===== src/rtl/hltp_pkg.sv =====
// shared types and constants of the linear probing hash table
package hltp_pkg;

  localparam int DEF_TABLE_SIZE = 16;
  localparam int DEF_KEY_BITS   = 16;

  localparam int KEY_FW   = 16;
  localparam int DIV_W    = 5;
  localparam int SLOT_FW  = 4;
  localparam int PROBE_FW = 5;
  localparam int OUT_DW   = 16;

  localparam logic [DIV_W-1:0] DIV_RESET = 5'd13;

  typedef enum logic {
    CMD_INSERT = 1'b0,
    CMD_SEARCH = 1'b1
  } op_t;

  typedef enum logic [1:0] {
    ST_INSERTED  = 2'd0,
    ST_FOUND     = 2'd1,
    ST_NOT_FOUND = 2'd2,
    ST_FULL      = 2'd3
  } status_t;

  // commands from controller to datapath
  typedef struct packed {
    logic    load;
    logic    div_step;
    logic    red_step;
    logic    probe_init;
    logic    rd;
    logic    advance;
    logic    wr;
    logic    clr_step;
    logic    out_load;
    status_t out_status;
  } cmd_t;

  // status from datapath to controller
  typedef struct packed {
    logic is_search;
    logic div_done;
    logic red_done;
    logic used;
    logic match;
    logic last;
    logic out_busy;
    logic clr_last;
  } stat_t;

endpackage


===== src/rtl/hltp_dp.sv =====
// datapath: divider, slot memory, probe counters and result register
module hltp_dp #(
  parameter int TABLE_SIZE = hltp_pkg::DEF_TABLE_SIZE,
  parameter int KEY_BITS   = hltp_pkg::DEF_KEY_BITS
) (
  input  logic                          clk,
  input  logic                          rst_n,
  input  hltp_pkg::cmd_t                cmd,
  output hltp_pkg::stat_t               stat,
  input  logic                          in_tuser,
  input  logic [hltp_pkg::KEY_FW-1:0]   in_tdata,
  input  logic                          cfg_valid,
  input  logic [hltp_pkg::DIV_W-1:0]    cfg_data,
  output logic                          out_tvalid,
  input  logic                          out_tready,
  output logic [1:0]                    out_tuser,
  output logic [hltp_pkg::OUT_DW-1:0]   out_tdata
);

  localparam int SLOT_W = $clog2(TABLE_SIZE);
  localparam int CNT_W  = $clog2(TABLE_SIZE + 1);
  localparam int DCW    = $clog2(KEY_BITS + 1);
  localparam int WORD_W = KEY_BITS + hltp_pkg::PROBE_FW + 1;
  localparam int USED_B = WORD_W - 1;

  logic [hltp_pkg::DIV_W-1:0] div_cfg_r;
  logic [hltp_pkg::DIV_W-1:0] divisor;
  logic                       op_r;
  logic [KEY_BITS-1:0]        key_r;
  logic [KEY_BITS-1:0]        key_sh_r;
  logic [DCW-1:0]             div_cnt_r;
  logic [hltp_pkg::DIV_W-1:0] rem_r;
  logic [hltp_pkg::DIV_W:0]   rem_try;
  logic [SLOT_W-1:0]          pos_r;
  logic [CNT_W-1:0]           n_r;
  logic [SLOT_W-1:0]          clr_r;
  logic [WORD_W-1:0]          mem [TABLE_SIZE];
  logic [WORD_W-1:0]          rd_q_r;
  logic [SLOT_W-1:0]          wr_addr;
  logic [WORD_W-1:0]          wr_data;
  logic                       out_valid_r;
  hltp_pkg::status_t          out_status_r;
  logic [hltp_pkg::SLOT_FW-1:0]  out_slot_r;
  logic [hltp_pkg::PROBE_FW-1:0] out_probe_r;

  assign divisor = (div_cfg_r == '0) ? hltp_pkg::DIV_W'(1) : div_cfg_r;
  // restoring division step, msb of the key first
  assign rem_try = {rem_r, key_sh_r[KEY_BITS-1]};

  always_ff @(posedge clk) begin
    if (!rst_n) begin
      div_cfg_r <= hltp_pkg::DIV_RESET;
    end else if (cfg_valid) begin
      div_cfg_r <= cfg_data;
    end
  end

  always_ff @(posedge clk) begin
    if (cmd.load) begin
      op_r      <= in_tuser;
      key_r     <= KEY_BITS'(in_tdata);
      key_sh_r  <= KEY_BITS'(in_tdata);
      div_cnt_r <= DCW'(KEY_BITS);
      rem_r     <= '0;
    end else if (cmd.div_step) begin
      key_sh_r  <= key_sh_r << 1;
      div_cnt_r <= div_cnt_r - DCW'(1);
      if (rem_try >= {1'b0, divisor}) begin
        rem_r <= hltp_pkg::DIV_W'(rem_try - {1'b0, divisor});
      end else begin
        rem_r <= hltp_pkg::DIV_W'(rem_try);
      end
    end else if (cmd.red_step) begin
      rem_r <= rem_r - hltp_pkg::DIV_W'(TABLE_SIZE);
    end
  end

  always_ff @(posedge clk) begin
    if (cmd.probe_init) begin
      pos_r <= SLOT_W'(rem_r);
      n_r   <= CNT_W'(1);
    end else if (cmd.advance) begin
      pos_r <= (pos_r == SLOT_W'(TABLE_SIZE - 1)) ? '0 : pos_r + SLOT_W'(1);
      n_r   <= n_r + CNT_W'(1);
    end
  end

  always_ff @(posedge clk) begin
    if (!rst_n) begin
      clr_r <= '0;
    end else if (cmd.clr_step) begin
      clr_r <= clr_r + SLOT_W'(1);
    end
  end

  // word: used mark, probe length, key
  assign wr_addr = cmd.clr_step ? clr_r : pos_r;
  assign wr_data = cmd.clr_step ? '0 : {1'b1, hltp_pkg::PROBE_FW'(n_r), key_r};

  always_ff @(posedge clk) begin
    if (cmd.wr || cmd.clr_step) begin
      mem[wr_addr] <= wr_data;
    end
    if (cmd.rd) begin
      rd_q_r <= mem[pos_r];
    end
  end

  always_ff @(posedge clk) begin
    if (!rst_n) begin
      out_valid_r <= 1'b0;
    end else if (cmd.out_load) begin
      out_valid_r <= 1'b1;
    end else if (out_tready) begin
      out_valid_r <= 1'b0;
    end
  end

  always_ff @(posedge clk) begin
    if (cmd.out_load) begin
      out_status_r <= cmd.out_status;
      out_probe_r  <= hltp_pkg::PROBE_FW'(n_r);
      if (cmd.out_status == hltp_pkg::ST_INSERTED || cmd.out_status == hltp_pkg::ST_FOUND) begin
        out_slot_r <= hltp_pkg::SLOT_FW'(pos_r);
      end else begin
        out_slot_r <= '0;
      end
    end
  end

  assign out_tvalid = out_valid_r;
  assign out_tuser  = out_status_r;
  assign out_tdata  = {{(hltp_pkg::OUT_DW - hltp_pkg::PROBE_FW - hltp_pkg::SLOT_FW){1'b0}},
                       out_probe_r, out_slot_r};

  always_comb begin
    stat.is_search = (op_r == hltp_pkg::CMD_SEARCH);
    stat.div_done  = (div_cnt_r == '0);
    stat.red_done  = (32'(rem_r) < 32'(TABLE_SIZE));
    stat.used      = rd_q_r[USED_B];
    stat.match     = (rd_q_r[KEY_BITS-1:0] == key_r);
    stat.last      = (n_r == CNT_W'(TABLE_SIZE));
    stat.out_busy  = out_valid_r && !out_tready;
    stat.clr_last  = (clr_r == SLOT_W'(TABLE_SIZE - 1));
  end

endmodule


===== src/rtl/hltp_ctrl.sv =====
// controller state machine of the hash table
module hltp_ctrl (
  input  logic            clk,
  input  logic            rst_n,
  input  logic            in_tvalid,
  output logic            in_tready,
  input  hltp_pkg::stat_t stat,
  output hltp_pkg::cmd_t  cmd
);

  typedef enum logic [2:0] {
    S_CLEAR,
    S_IDLE,
    S_DIV,
    S_RED,
    S_READ,
    S_CHECK
  } state_t;

  state_t state_r, state_nxt;

  always_ff @(posedge clk) begin
    if (!rst_n) begin
      state_r <= S_CLEAR;
    end else begin
      state_r <= state_nxt;
    end
  end

  assign in_tready = (state_r == S_IDLE);

  always_comb begin
    state_nxt = state_r;
    cmd = '0;
    cmd.out_status = hltp_pkg::ST_INSERTED;
    unique case (state_r)
      S_CLEAR: begin
        cmd.clr_step = 1'b1;
        if (stat.clr_last) state_nxt = S_IDLE;
      end
      S_IDLE: begin
        if (in_tvalid) begin
          cmd.load  = 1'b1;
          state_nxt = S_DIV;
        end
      end
      S_DIV: begin
        if (stat.div_done) begin
          state_nxt = S_RED;
        end else begin
          cmd.div_step = 1'b1;
        end
      end
      S_RED: begin
        // fold the remainder into the table
        if (stat.red_done) begin
          cmd.probe_init = 1'b1;
          state_nxt      = S_READ;
        end else begin
          cmd.red_step = 1'b1;
        end
      end
      S_READ: begin
        cmd.rd    = 1'b1;
        state_nxt = S_CHECK;
      end
      S_CHECK: begin
        if (!stat.is_search) begin
          if (!stat.used) begin
            if (!stat.out_busy) begin
              cmd.wr       = 1'b1;
              cmd.out_load = 1'b1;
              state_nxt    = S_IDLE;
            end
          end else if (stat.last) begin
            cmd.out_status = hltp_pkg::ST_FULL;
            if (!stat.out_busy) begin
              cmd.out_load = 1'b1;
              state_nxt    = S_IDLE;
            end
          end else begin
            cmd.advance = 1'b1;
            state_nxt   = S_READ;
          end
        end else begin
          if (!stat.used || (!stat.match && stat.last)) begin
            cmd.out_status = hltp_pkg::ST_NOT_FOUND;
            if (!stat.out_busy) begin
              cmd.out_load = 1'b1;
              state_nxt    = S_IDLE;
            end
          end else if (stat.match) begin
            cmd.out_status = hltp_pkg::ST_FOUND;
            if (!stat.out_busy) begin
              cmd.out_load = 1'b1;
              state_nxt    = S_IDLE;
            end
          end else begin
            cmd.advance = 1'b1;
            state_nxt   = S_READ;
          end
        end
      end
      default: state_nxt = S_IDLE;
    endcase
  end

endmodule


===== src/rtl/hash_table_linear_probe.sv =====
// top level of the linear probing hash table
// Open addressing hash table with linear probing and wrap-around.
// in channel: in_tuser is the operation (insert or search), in_tdata the key.
// One request is taken at a time; in_tready is high only while the block idles.
// out channel: one result per request, out_tuser is the status (inserted,
// found, not found, table full), out_tdata holds slot and probe count.
// cfg channel: cfg_data is the divisor of the home slot hash, always ready;
// write it only while no request is in flight. Reset value is 13.
// Steps: the accepting cycle, the bit-serial remainder unit, folding the remainder
// below TABLE_SIZE, then per probed slot a registered memory read and a compare;
// the compare cycle loads the result register.
// The result register frees the controller: a new request is taken while the
// previous result still waits; a request finishing while that result is still
// unaccepted holds its last probe until the output register is free.
// Reset: a clearing pass writes one slot per cycle over all TABLE_SIZE slots, with
// in_tready low; configuration writes are taken during it.
module hash_table_linear_probe #(
  parameter int TABLE_SIZE = hltp_pkg::DEF_TABLE_SIZE,
  parameter int KEY_BITS   = hltp_pkg::DEF_KEY_BITS
) (
  input  logic                        clk,
  input  logic                        rst_n,
  input  logic                        in_tvalid,
  output logic                        in_tready,
  input  logic                        in_tuser,   // cmd
  input  logic [hltp_pkg::KEY_FW-1:0] in_tdata,   // key
  output logic                        out_tvalid,
  input  logic                        out_tready,
  output logic [1:0]                  out_tuser,  // status
  output logic [hltp_pkg::OUT_DW-1:0] out_tdata,  // slot[3:0], probe_count[8:4], zeros
  input  logic                        cfg_valid,
  output logic                        cfg_ready,
  input  logic [hltp_pkg::DIV_W-1:0]  cfg_data    // hash_divisor
);

  hltp_pkg::cmd_t  cmd;
  hltp_pkg::stat_t stat;

  assign cfg_ready = 1'b1;

  hltp_ctrl u_ctrl (
    .clk       (clk),
    .rst_n     (rst_n),
    .in_tvalid (in_tvalid),
    .in_tready (in_tready),
    .stat      (stat),
    .cmd       (cmd)
  );

  hltp_dp #(
    .TABLE_SIZE (TABLE_SIZE),
    .KEY_BITS   (KEY_BITS)
  ) u_dp (
    .clk        (clk),
    .rst_n      (rst_n),
    .cmd        (cmd),
    .stat       (stat),
    .in_tuser   (in_tuser),
    .in_tdata   (in_tdata),
    .cfg_valid  (cfg_valid),
    .cfg_data   (cfg_data),
    .out_tvalid (out_tvalid),
    .out_tready (out_tready),
    .out_tuser  (out_tuser),
    .out_tdata  (out_tdata)
  );

endmodule


===== config.mk =====
export PLATFORM = sky130hd
export DESIGN_NAME = hash_table_linear_probe
export DESIGN_NICKNAME = d
export VERILOG_FILES = /design/src/rtl/hltp_pkg.sv /design/src/rtl/hltp_dp.sv /design/src/rtl/hltp_ctrl.sv /design/src/rtl/hash_table_linear_probe.sv
export SDC_FILE = /design/constraint.sdc
export NUM_CORES = 1
export LEC_CHECK = 0
export ABC_AREA = 0
export BUFFER_PORTS_ARGS = -buffer_cell sky130_fd_sc_hd__buf_2
export CAP_MARGIN = 15
export CELL_PAD_IN_SITES_DETAIL_PLACEMENT = 1
export CELL_PAD_IN_SITES_GLOBAL_PLACEMENT = 1
export CORE_ASPECT_RATIO = 0.5
export CORE_MARGIN = 2
export CORE_UTILIZATION = 55
export DETAILED_ROUTE_END_ITERATION = 8
export GPL_TIMING_DRIVEN = 0
export PLACE_DENSITY_LB_ADDON = 0.1
export SLEW_MARGIN = 20
export SYNTH_ARGS = -nofsm -noshare
export SYNTH_HDL_FRONTEND = slang
export SYNTH_SLANG_ARGS = --single-unit

===== constraint.sdc =====
create_clock -name clk -period 5.15 [get_ports clk]
set_clock_uncertainty 0.05 [all_clocks]
set_input_delay 0.515 -clock clk [delete_from_list [all_inputs] [get_ports clk]]
set_output_delay 0.515 -clock clk [all_outputs]
set_load 0.02 [all_outputs]

==> flow_summary_export.csv, run 1 <==
group,metric,value,unit
clock_network,cts.hold.buffers_added,0,
synthesis,syn_inst,906,
timing,worst_slew_pin_slew,1.03,ns
place,port_buffers,37,
run_status,outcome,"finished, final reports clean",
floorplan,start_util,55.8,%
worst_setup_path,worst-path-max-fanout,10,
min_path,hp-class,"input pin to flip-flop",
clock_network,post_cts_buffers,0,
routing,wire_per_inst,27.6,um
floorplan,boundaryPins,48,
clock_network,clk_pin_slew_worst_paths,0.07,ns
job,max_cap_viol_count,0,
power,peakVddDrop,244,uV
clock_network,cts_tree,"yes",
routing,routed_wl,37600,um
worst_setup_path,arrival,3.85,ns
grt,overflow,0,
clock_network,clk_latency,0.57,ns
routing,via_per_inst,6.25,
place,postPlaceCellArea,0.0155,mm2
finish,antenna_cells_inserted,0,
grt,grt_pass1_wl,56500,um
min_path,holdCritStartpoint,"in_tuser",
power,power.density,349,mW/mm2
timing,fin_crit,3.62,ns
synthesis,synth_seq_area_share,72.6,%
clock_network,cts_num_sinks,365,
timing,hold_violations,0,
place,place_congestion,0.844,
finish,mostFrequentLayoutCells,"337 x edfxtp_1, 82 x nand2_1, 76 x mux2i_1",
timing,drv_slew,0,
finish,areaGrowthSynthToFinish,12.3,%
clock_network,numCtsBuffers,31,
worst_setup_path,end_kind,"flip-flop",
grt,grt_max_degree,27,
power,power.leakage,5.90,nW
timing,finalSetupViolCount,0,
synthesis,synth-async-reset-ratio,0,%
worst_setup_path,r2r-end,"u_dp.mem[15][7]",
timing,worst_slew_margin_rel,30.7,%
min_path,holdPathEnd,"u_dp.op_r",
worst_setup_path,cp_data_required_time,5.38,ns
finish,finish.instance_area,0.0165,mm2
worst_setup_path,path_class,"flip-flop to flip-flop",
clock_network,post_cts_resized,0,
timing,final.setup.tns,0,ns
timing,fin_crit_sh,70.3,%
synthesis,ys_types,54,
synthesis,syn_area_per_cell,16.2,um2
worst_setup_path,crit_path_start_kind,"flip-flop",
routing,first_iter_violations,842,
floorplan,rows,42,
synthesis,synthFlopType,"edfxtp_1",
floorplan,dieArea,0.0281,mm2
clock_network,cts-root-buf,"clkbuf_16",
routing,drc,0,
timing,setup_ws,1.53,ns
grt,grt_usage,27.5,%
routing,dr.pass1.iters,5,
place,pre_cts_slack,1.59,ns
grt,antenna_found_initial,0,
floorplan,core,0.0264,mm2
finish,fin_util,62.6,%
worst_setup_path,rr_worst_depth,6,
place,dpl.hpwl,24800,um
finish,drive_gt1_share,16.7,%
worst_setup_path,rrSetupSlack,1.53,ns
worst_setup_path,worstReg2RegStart,"u_dp.pos_r[1]",
floorplan,die_w,235,um
timing,holdWs,0.0742,ns
grt,grt_pass1_vias,8855,
timing,rsz0062_at_grt,"false",
min_path,hold_path_depth,1,
clock_network,htree_levels,1,
floorplan,die_h,120,um
clock_network,clock_path_buffers,3,
synthesis,synth_edf_count,337,
finish,final_nets,1026,
timing,fmax,0.276,GHz
synthesis,ys_ff_latch,365,
routing,vias,8508,
synthesis,syn_area,0.0147,mm2
synthesis,yosys_warnings,0,
finish,final_common_cell,"edfxtp_1",
routing,drtAntennaViolNets,0,
==> cell usage after synthesis (all sizes together) (2+ instances only) <==
cell	n	area share, %
a21oi	14	0.48
inv	26	0.66
mux2i	76	5.2
a221oi	34	2.0
a31oi	8	0.34
o21ai	36	1.3
nand2	82	2.1
mux4	34	5.2
and3	7	0.30
nor3b	2	0.10
or3	3	0.13
edfxtp	337	69
buf	24	0.98
xnor2	16	0.95
nor4	3	0.13
conb	2	0.051
clkbuf	25	0.64
nand4	5	0.21
nand2b	6	0.26
xor2	8	0.48
a21o	3	0.15
dfxtp	28	3.8
ha	10	0.85
o211ai	3	0.15
a22oi	16	0.82
nand3b	2	0.10
or4	3	0.18
and2	17	0.72
a311oi	2	0.12
nor3	7	0.24
nand3	12	0.41
nor2	39	1.0
==> worst max-delay path, cell delays in order, from the launching register on <==
cell      delay, ns
edfxtp_1       0.37
clkbuf_1       0.35
buf_1          0.69
buf_2          0.49
a41oi_1        0.44
nor2_2         0.68
buf_8          0.24
==> sequential cells by signal, indices dropped and copies added, names as in the netlist <==
signal            count
u_dp.div_cnt_r        5
u_dp.n_r              5
u_dp.rd_q_r          17
u_dp.op_r             1
u_dp.clr_r            4
u_dp.div_cfg_r        5
u_dp.key_r           16
u_dp.pos_r            4
u_dp.out_tuser        2
u_dp.rem_r            5
u_dp.out_tvalid       1
u_dp.key_sh_r        16
u_dp.out_slot_r       4
u_ctrl.state_r        3
u_dp.out_probe_r      5
u_dp.mem            272
==> per-layer routing <==
layer  global-route usage [%]  share of wire, %  vias up
met5                        0                 0        -
met4                     7.80               2.5        0
met3                     4.55               6.8       63
met2                     44.3                47      338
met1                     39.4                43     4439
li1                         -                 -     3668
==> final cells by class <==
class,instances,area [um2]
plain buffers,49,240
clock buffers,39,806
clock inverters,16,181
fillers,2369,9860
inverters,26,97.6
multi-input cells,472,3820
flip-flops and latches,365,10700
well taps,352,440
repair buffers,43,253
==> per-stage QoR <==
stage / std cells / power [mW]
2_1_floorplan: 912 / 3.40
3_3_place_gp: 1301 / 3.45
3_5_place_dp: 1307 / 3.47
4_1_cts: 1362 / 5.80
5_1_grt: 1362 / 5.91
6_report: 1362 / 5.77
==> worst max-delay path by stage <==
stage / startpoint / to / slack (ns) / cells past startpoint
6_report: u_dp.pos_r[1] / u_dp.mem[15][7] / 1.53 / 6
5_1_grt: u_dp.pos_r[1] / u_dp.mem[15][11] / 1.41 / 6
4_1_cts: u_dp.pos_r[1] / u_dp.mem[15][7] / 1.60 / 6
3_5_place_dp: u_dp.pos_r[1] / u_dp.mem[15][11] / 1.59 / 6
3_3_place_gp: u_dp.pos_r[1] / u_dp.mem[3][10] / 0.97 / 5
2_1_floorplan: u_ctrl.state_r[1] / u_dp.mem[0][0] / 2.60 / 7
==> cells by family (layout without fill, tap and decap cells) <==
| logic type | Yosys count | after routing | synth area share [%] |
|---|---|---|---|
| flip-flops | 365 | 365 | 72.6 |
| AND/OR/NAND/NOR | 193 | 193 | 6.30 |
| AO/OA/AOI/OAI | 126 | 126 | 5.96 |
| multiplexers | 110 | 110 | 10.4 |
| buffers and inverters | 75 | 173 | 2.28 |
| XOR/XNOR | 24 | 24 | 1.43 |
| adder cells (fa/ha/maj) | 11 | 11 | 0.987 |
| other | 2 | 8 | 0.0511 |
==> power breakdown <==
part           total (mW)  switching [mW]  leakage [nW]  internal, mW
registers            3.27          0.0201          3.72          3.25
logic               0.135          0.0898          1.70        0.0454
clock network        2.37            1.06         0.482          1.31
total                5.77            1.17          5.90          4.60
Power figures use the tool's default switching activity.
==> inputs of run 2 (changes only) <==
- CORE_UTILIZATION: 55 -> 53
- clock period: 5.15 -> 3.4 ns (I/O delays scaled with it)
==> run 2 against run 1 <==
  * Clock-buffer cell count decreased by 3
  * Cell count is 4.8% higher
  * Setup slack lost 1.4 ns
  * Via count increased by 1.5%
  * Routed wire length grew 2.8%
  * Sequential share of layout area is 1.7 points lower
  * Register-to-register slack got worse by 1.4 ns
  * First-iteration DRC count down 2.1%
==> flow_summary_export.csv, run 2 (synthesis gave the netlist of run 1 again) <==
group,metric,value,unit
clock_network,clk_latency,0.55,ns
place,pre_cts_slack,-0.188,ns
timing,setup_ws,0.155,ns
timing,fin_crit,3.24,ns
routing,drc,0,
floorplan,start_util,53.5,%
finish,seq_area,0.0107,mm2
timing,worst_slew_pin_slew,1.01,ns
worst_setup_path,cp_slowest_stage_delay,0.68,ns
place,place_congestion,0.796,
finish,finalNonFillerCells,1428,
grt,grt_max_degree,27,
worst_setup_path,path_buf_inv,4,
worst_setup_path,cpMaxStageDelayCell,"a31oi_1",
worst_setup_path,setup.worst_path.start,"u_dp.pos_r[1]",
routing,routed_wl,38600,um
routing,drtAntennaViolNets,0,
clock_network,cts_num_sinks,365,
place,dpl.hpwl,24800,um
power,power.leakage,6.08,nW
grt,top_usage_layer,"met2",
timing,fmax,0.308,GHz
finish,final_common_cell,"edfxtp_1",
timing,finalSetupViolCount,0,
place,port_buffers,37,
job,max_cap_viol_count,0,
timing,final.setup.tns,0,ns
worst_setup_path,cp.depth,7,
timing,fin_crit_sh,95.4,%
power,switching_share,21.1,%
floorplan,boundaryPins,48,
worst_setup_path,end_kind,"flip-flop",
timing,worst_slew_margin_rel,32.3,%
finish,drive_gt1_share,17.7,%
timing,hold_violations,0,
run_status,outcome,"finished, final reports clean",
routing,via_per_inst,6.05,
finish,reg_top3,"u_dp.mem (272), u_dp.rd_q_r (17)",
worst_setup_path,path_class,"flip-flop to flip-flop",
clock_network,htree_levels,2,
routing,dr.pass1.iters,5,
clock_network,clock_path_buffers,3,
worst_setup_path,path_common_cell,"buf_2",
worst_setup_path,crit_path_start_kind,"flip-flop",
clock_network,cts-root-buf,"clkbuf_16",
grt,grt_pass1_vias,8876,
power,sequentialPowerShare,55.6,%
min_path,hp-class,"input pin to flip-flop",
finish,finish.instance_area,0.0170,mm2
floorplan,rows,43,
finish,fillCellCount,2490,
grt,grt_pass1_wl,57400,um
finish,areaGrowthSynthToFinish,15.4,%
timing,drv_slew,0,
clock_network,cts_tree,"yes",
worst_setup_path,r2r-end,"u_dp.mem[9][6]",
clock_network,numCtsBuffers,34,
min_path,holdCritStartpoint,"out_tready",
routing,wire_per_inst,27.1,um
routing,vias,8638,
finish,largest_reg_flops,272,
floorplan,die_h,122,um
power,internal-power,7.03,mW
worst_setup_path,rr_worst_depth,7,
floorplan,die_w,240,um
worst_setup_path,worstReg2RegStart,"u_dp.pos_r[1]",
power,clock_power_share,41.5,%
grt,use_met1,39.6,%
timing,rsz0062_at_grt,"false",
power,p_switching,1.88,mW
worst_setup_path,cp-endpoint,"u_dp.mem[9][6]",
worst_setup_path,cp_data_required_time,3.65,ns
finish,top_register,"u_dp.mem",
worst_setup_path,worst-path-max-fanout,11,
floorplan,core,0.0275,mm2
worst_setup_path,arrival,3.49,ns
power,combPwrFrac,2.9,%
power,power.density,525,mW/mm2
worst_setup_path,path_cells,"clkbuf_1 > buf_2 > buf_2 > nor2_1 > a31oi_1 > nor2_2 > buf_6",
finish,final_nets,1062,
floorplan,dieArea,0.0292,mm2
power,peakVddDrop,545,uV
place,postPlaceCellArea,0.0156,mm2
grt,grt_usage,27.6,%
grt,antenna_found_initial,0,
finish,mostFrequentLayoutCells,"337 x edfxtp_1, 82 x nand2_1, 76 x mux2i_1",
worst_setup_path,crit_family,"buffers and inverters",
routing,first_iter_violations,824,
grt,use_met3,5.23,%
finish,multi_input_area,0.00380,mm2
grt,overflow,0,
grt,grt.met2_usage,43.8,%
timing,holdWs,0.129,ns
clock_network,clk_pin_slew_worst_paths,0.07,ns
place,dp.cells,1342,
worst_setup_path,rrSetupSlack,0.16,ns
[run 2: changes by cell type in the layout (fill, tap and decap cells not counted), sizes merged]
cell and change:
clkinv +1, clkbuf -3, buf +11, inv +1, dlygate4sd3 +22, diode +1, bufinv -2, clkinvlp +5
[run 2: worst min-delay path by stage]
stage / to / slack (ns) / depth (start not counted)
floorplan: u_dp.div_cnt_r[4] / 0.38 / 2
global placement: u_dp.div_cnt_r[4] / 0.40 / 2
detailed placement: u_dp.div_cnt_r[4] / 0.40 / 2
CTS: u_dp.out_tvalid / 0.1 / 3
global route: u_dp.out_tvalid / 0.14 / 3
finish: u_dp.out_tvalid / 0.13 / 3
[run 2: routing by layer]
layer | vias up | wire, um
met1 | 4503 | 17100
met3 | 64 | 2720
li1 | 3744 | -
met5 | - | 0
met2 | 327 | 18100
met4 | 0 | 779
[run 2: area by class of cell]
type	count	share of cell area [%]
diodes	1	0.0147
plain buffers	49	1.42
clock buffers	36	5.06
clock inverters	21	1.05
inverters	26	0.575
multi-input cells	472	22.4
flip-flops and latches	365	62.9
well taps	382	2.82
repair buffers	76	3.73
[run 2: worst reg2reg max path: cells and delay by family (launching register included)]
| family | cells | cell delay, ns |
|---|---|---|
| buffers and inverters | 4 | 1.49 |
| AOI/OAI and AO/OA | 1 | 0.68 |
| and+or+nand+nor | 2 | 0.41 |
| DFF | 1 | 0.37 |
[run 2: per-stage QoR]
step	power, mW	utilization (%)
final	8.91	61.7
after global routing	9.12	61.7
after CTS	8.94	61.7
after detailed placement	5.25	56.7
after global placement	5.22	56.0
after floorplan	5.15	-
[run 2: power groups by stage]
stage / Sequential (mW) / Combinational, mW / Clock [mW]
2_1_floorplan: 5.04 / 0.118 / 0
3_3_place_gp: 5.04 / 0.180 / 0
3_5_place_dp: 5.05 / 0.204 / 0
4_1_cts: 4.95 / 0.255 / 3.73
5_1_grt: 4.95 / 0.278 / 3.89
6_report: 4.95 / 0.259 / 3.70
[run 2: what timing repair did]
action,in CTS,in global routing
endpoints found under the setup margin,142,0
hold buffers,22,0
gates resized for setup,3,0
endpoints found under the hold margin,22,0
buffers inserted,6,0
==> inputs of run 3 (changes only) <==
- CORE_UTILIZATION: 53 -> 48
- clock period: 3.4 -> 2.9 ns (I/O delays scaled with it)
==> run 3 against run 2 <==
  * Design area is 1.7% higher
  * Fmax rose by 16%
  * Sequential cell count stayed put
  * Clock-buffer cell count rose by 8
  * Utilization is 4.6 points lower
  * First-iteration DRC count down 11%
  * Largest cell class unchanged
  * Largest power group unchanged
==> flow_summary_export.csv, run 3 (synthesis gave the netlist of run 1 again) <==
group,metric,value,unit
run_status,outcome,"finished, final reports clean",
worst_setup_path,cp_data_required_time,3.07,ns
floorplan,die_w,252,um
clock_network,clk_pin_slew_worst_paths,0.07,ns
worst_setup_path,r2r-end,"u_dp.mem[6][9]",
floorplan,boundaryPins,48,
finish,antenna_cells_inserted,0,
finish,finish.instance_area,0.0173,mm2
worst_setup_path,worstReg2RegStart,"u_ctrl.state_r[0]",
routing,first_iter_violations,731,
place,postPlaceCellArea,0.0156,mm2
worst_setup_path,crit_path_start_kind,"flip-flop",
grt,overflow,0,
finish,areaGrowthSynthToFinish,17.4,%
grt,grt_pass1_wl,57400,um
timing,worst_slew_margin_rel,27.1,%
finish,top_register,"u_dp.mem",
grt,grt_usage,24.6,%
worst_setup_path,rrSetupSlack,0.1,ns
routing,wire_per_inst,26.5,um
timing,fin_crit_sh,96.6,%
timing,finalSetupViolCount,0,
floorplan,dieArea,0.0321,mm2
floorplan,core,0.0302,mm2
min_path,holdPathEnd,"u_dp.div_cfg_r[2]",
power,power.leakage,6.18,nW
clock_network,htree_levels,2,
routing,vias,8587,
routing,dr.pass1.iters,5,
place,dpl.hpwl,24200,um
routing,routed_wl,38400,um
finish,seq_area,0.0107,mm2
floorplan,start_util,48.6,%
floorplan,rows,45,
clock_network,clk_latency,0.53,ns
place,port_buffers,37,
worst_setup_path,end_kind,"flip-flop",
worst_setup_path,worst-path-max-fanout,12,
worst_setup_path,path_class,"flip-flop to flip-flop",
finish,largest_reg_flops,272,
grt,antenna_found_initial,0,
finish,final_common_cell,"edfxtp_1",
floorplan,die_h,128,um
clock_network,cts_tree,"yes",
place,dp.cells,1354,
grt,grt_max_degree,27,
routing,via_per_inst,5.93,
routing,drc,0,
place,place_congestion,0.764,
timing,hold_violations,0,
min_path,holdCritStartpoint,"rst_n",
finish,mostFrequentLayoutCells,"337 x edfxtp_1, 81 x nand2_1, 76 x mux2i_1",
clock_network,numCtsBuffers,34,
worst_setup_path,arrival,2.98,ns
grt,grt_pass1_vias,8997,
finish,final_nets,1067,
timing,worst_slew_pin_slew,1.09,ns
finish,fin_util,57.1,%
timing,fin_crit,2.80,ns
clock_network,clock_path_buffers,3,
job,max_cap_viol_count,0,
finish,reg_top3,"u_dp.mem (272), u_dp.rd_q_r (17)",
finish,drive_gt1_share,20.0,%
timing,holdWs,0.100,ns
min_path,hold_path_depth,2,
finish,multi_input_area,0.00396,mm2
min_path,hp-class,"input pin to flip-flop",
timing,final.setup.tns,0,ns
power,peakVddDrop,465,uV
worst_setup_path,rr_worst_depth,8,
timing,fmax,0.357,GHz
routing,drtAntennaViolNets,0,
timing,drv_slew,0,
finish,finalNonFillerCells,1449,
finish,fillCellCount,2785,
clock_network,cts_num_sinks,365,
power,power.density,605,mW/mm2
clock_network,cts-root-buf,"clkbuf_16",
run 3: critical path, cell delays in order, from the launching register on:
cell	delay [ns]
dfxtp_1	0.34
buf_2	0.22
and3b_1	0.25
nand2_1	0.21
nor4_4	0.33
nand2b_2	0.26
a31oi_2	0.29
nor2_4	0.31
buf_6	0.23
run 3: what timing repair did:
action / CTS / global route
buffers inserted: 13 / 4
hold buffers: 22 / 0
resized for setup: 14 / 20
endpoints found under the setup margin: 279 / 314
cloned: 0 / 0
pin swaps: 9 / 1
endpoints found under the hold margin: 31 / 0
run 3: cell type report:
type | instances | share of cell area [%]
repair buffers | 82 | 4.33
plain buffers | 48 | 1.43
clock inverters | 13 | 0.681
well taps | 399 | 2.89
multi-input cells | 472 | 23.0
clock buffers | 44 | 5.27
inverters | 26 | 0.565
flip-flops and latches | 365 | 61.9
run 3: power breakdown:
part           total [mW]  switching (mW)  internal, mW
Combinational       0.305           0.174         0.131
Clock                4.33            1.94          2.40
Sequential           5.80          0.0328          5.77
Total                10.4            2.15          8.30
run 3: per-layer routing:
layer	global-route usage [%]	vias up	share of wire, %
met4	6.93	0	2.2
met5	0	-	0
met2	38.4	231	46
met3	5.04	58	5.8
met1	35.4	4534	46
li1	-	3764	-
run 3: how the worst max path moves through the flow:
| stage | end | slack, ns | depth (start not counted) | startpoint |
|---|---|---|---|---|
| finish | u_dp.mem[6][9] | 0.1 | 8 | u_ctrl.state_r[0] |
| global placement | u_dp.mem[3][6] | -1.39 | 5 | u_dp.pos_r[1] |
| global route | u_dp.mem[6][9] | -0.03 | 8 | u_ctrl.state_r[0] |
| detailed placement | u_dp.mem[11][10] | -0.62 | 5 | u_dp.pos_r[1] |
| floorplan | u_dp.mem[0][0] | 0.35 | 7 | u_ctrl.state_r[1] |
| CTS | u_dp.out_tuser[0] | -0.03 | 5 | u_dp.key_r[10] |
run 3: through the flow:
stage | power (mW) | setup WS [ns]
after floorplan | 6.04 | 0.348
after global placement | 6.13 | -1.39
after detailed placement | 6.15 | -0.622
after CTS | 10.5 | -0.0320
after global routing | 10.7 | -0.0345
final | 10.4 | 0.0988
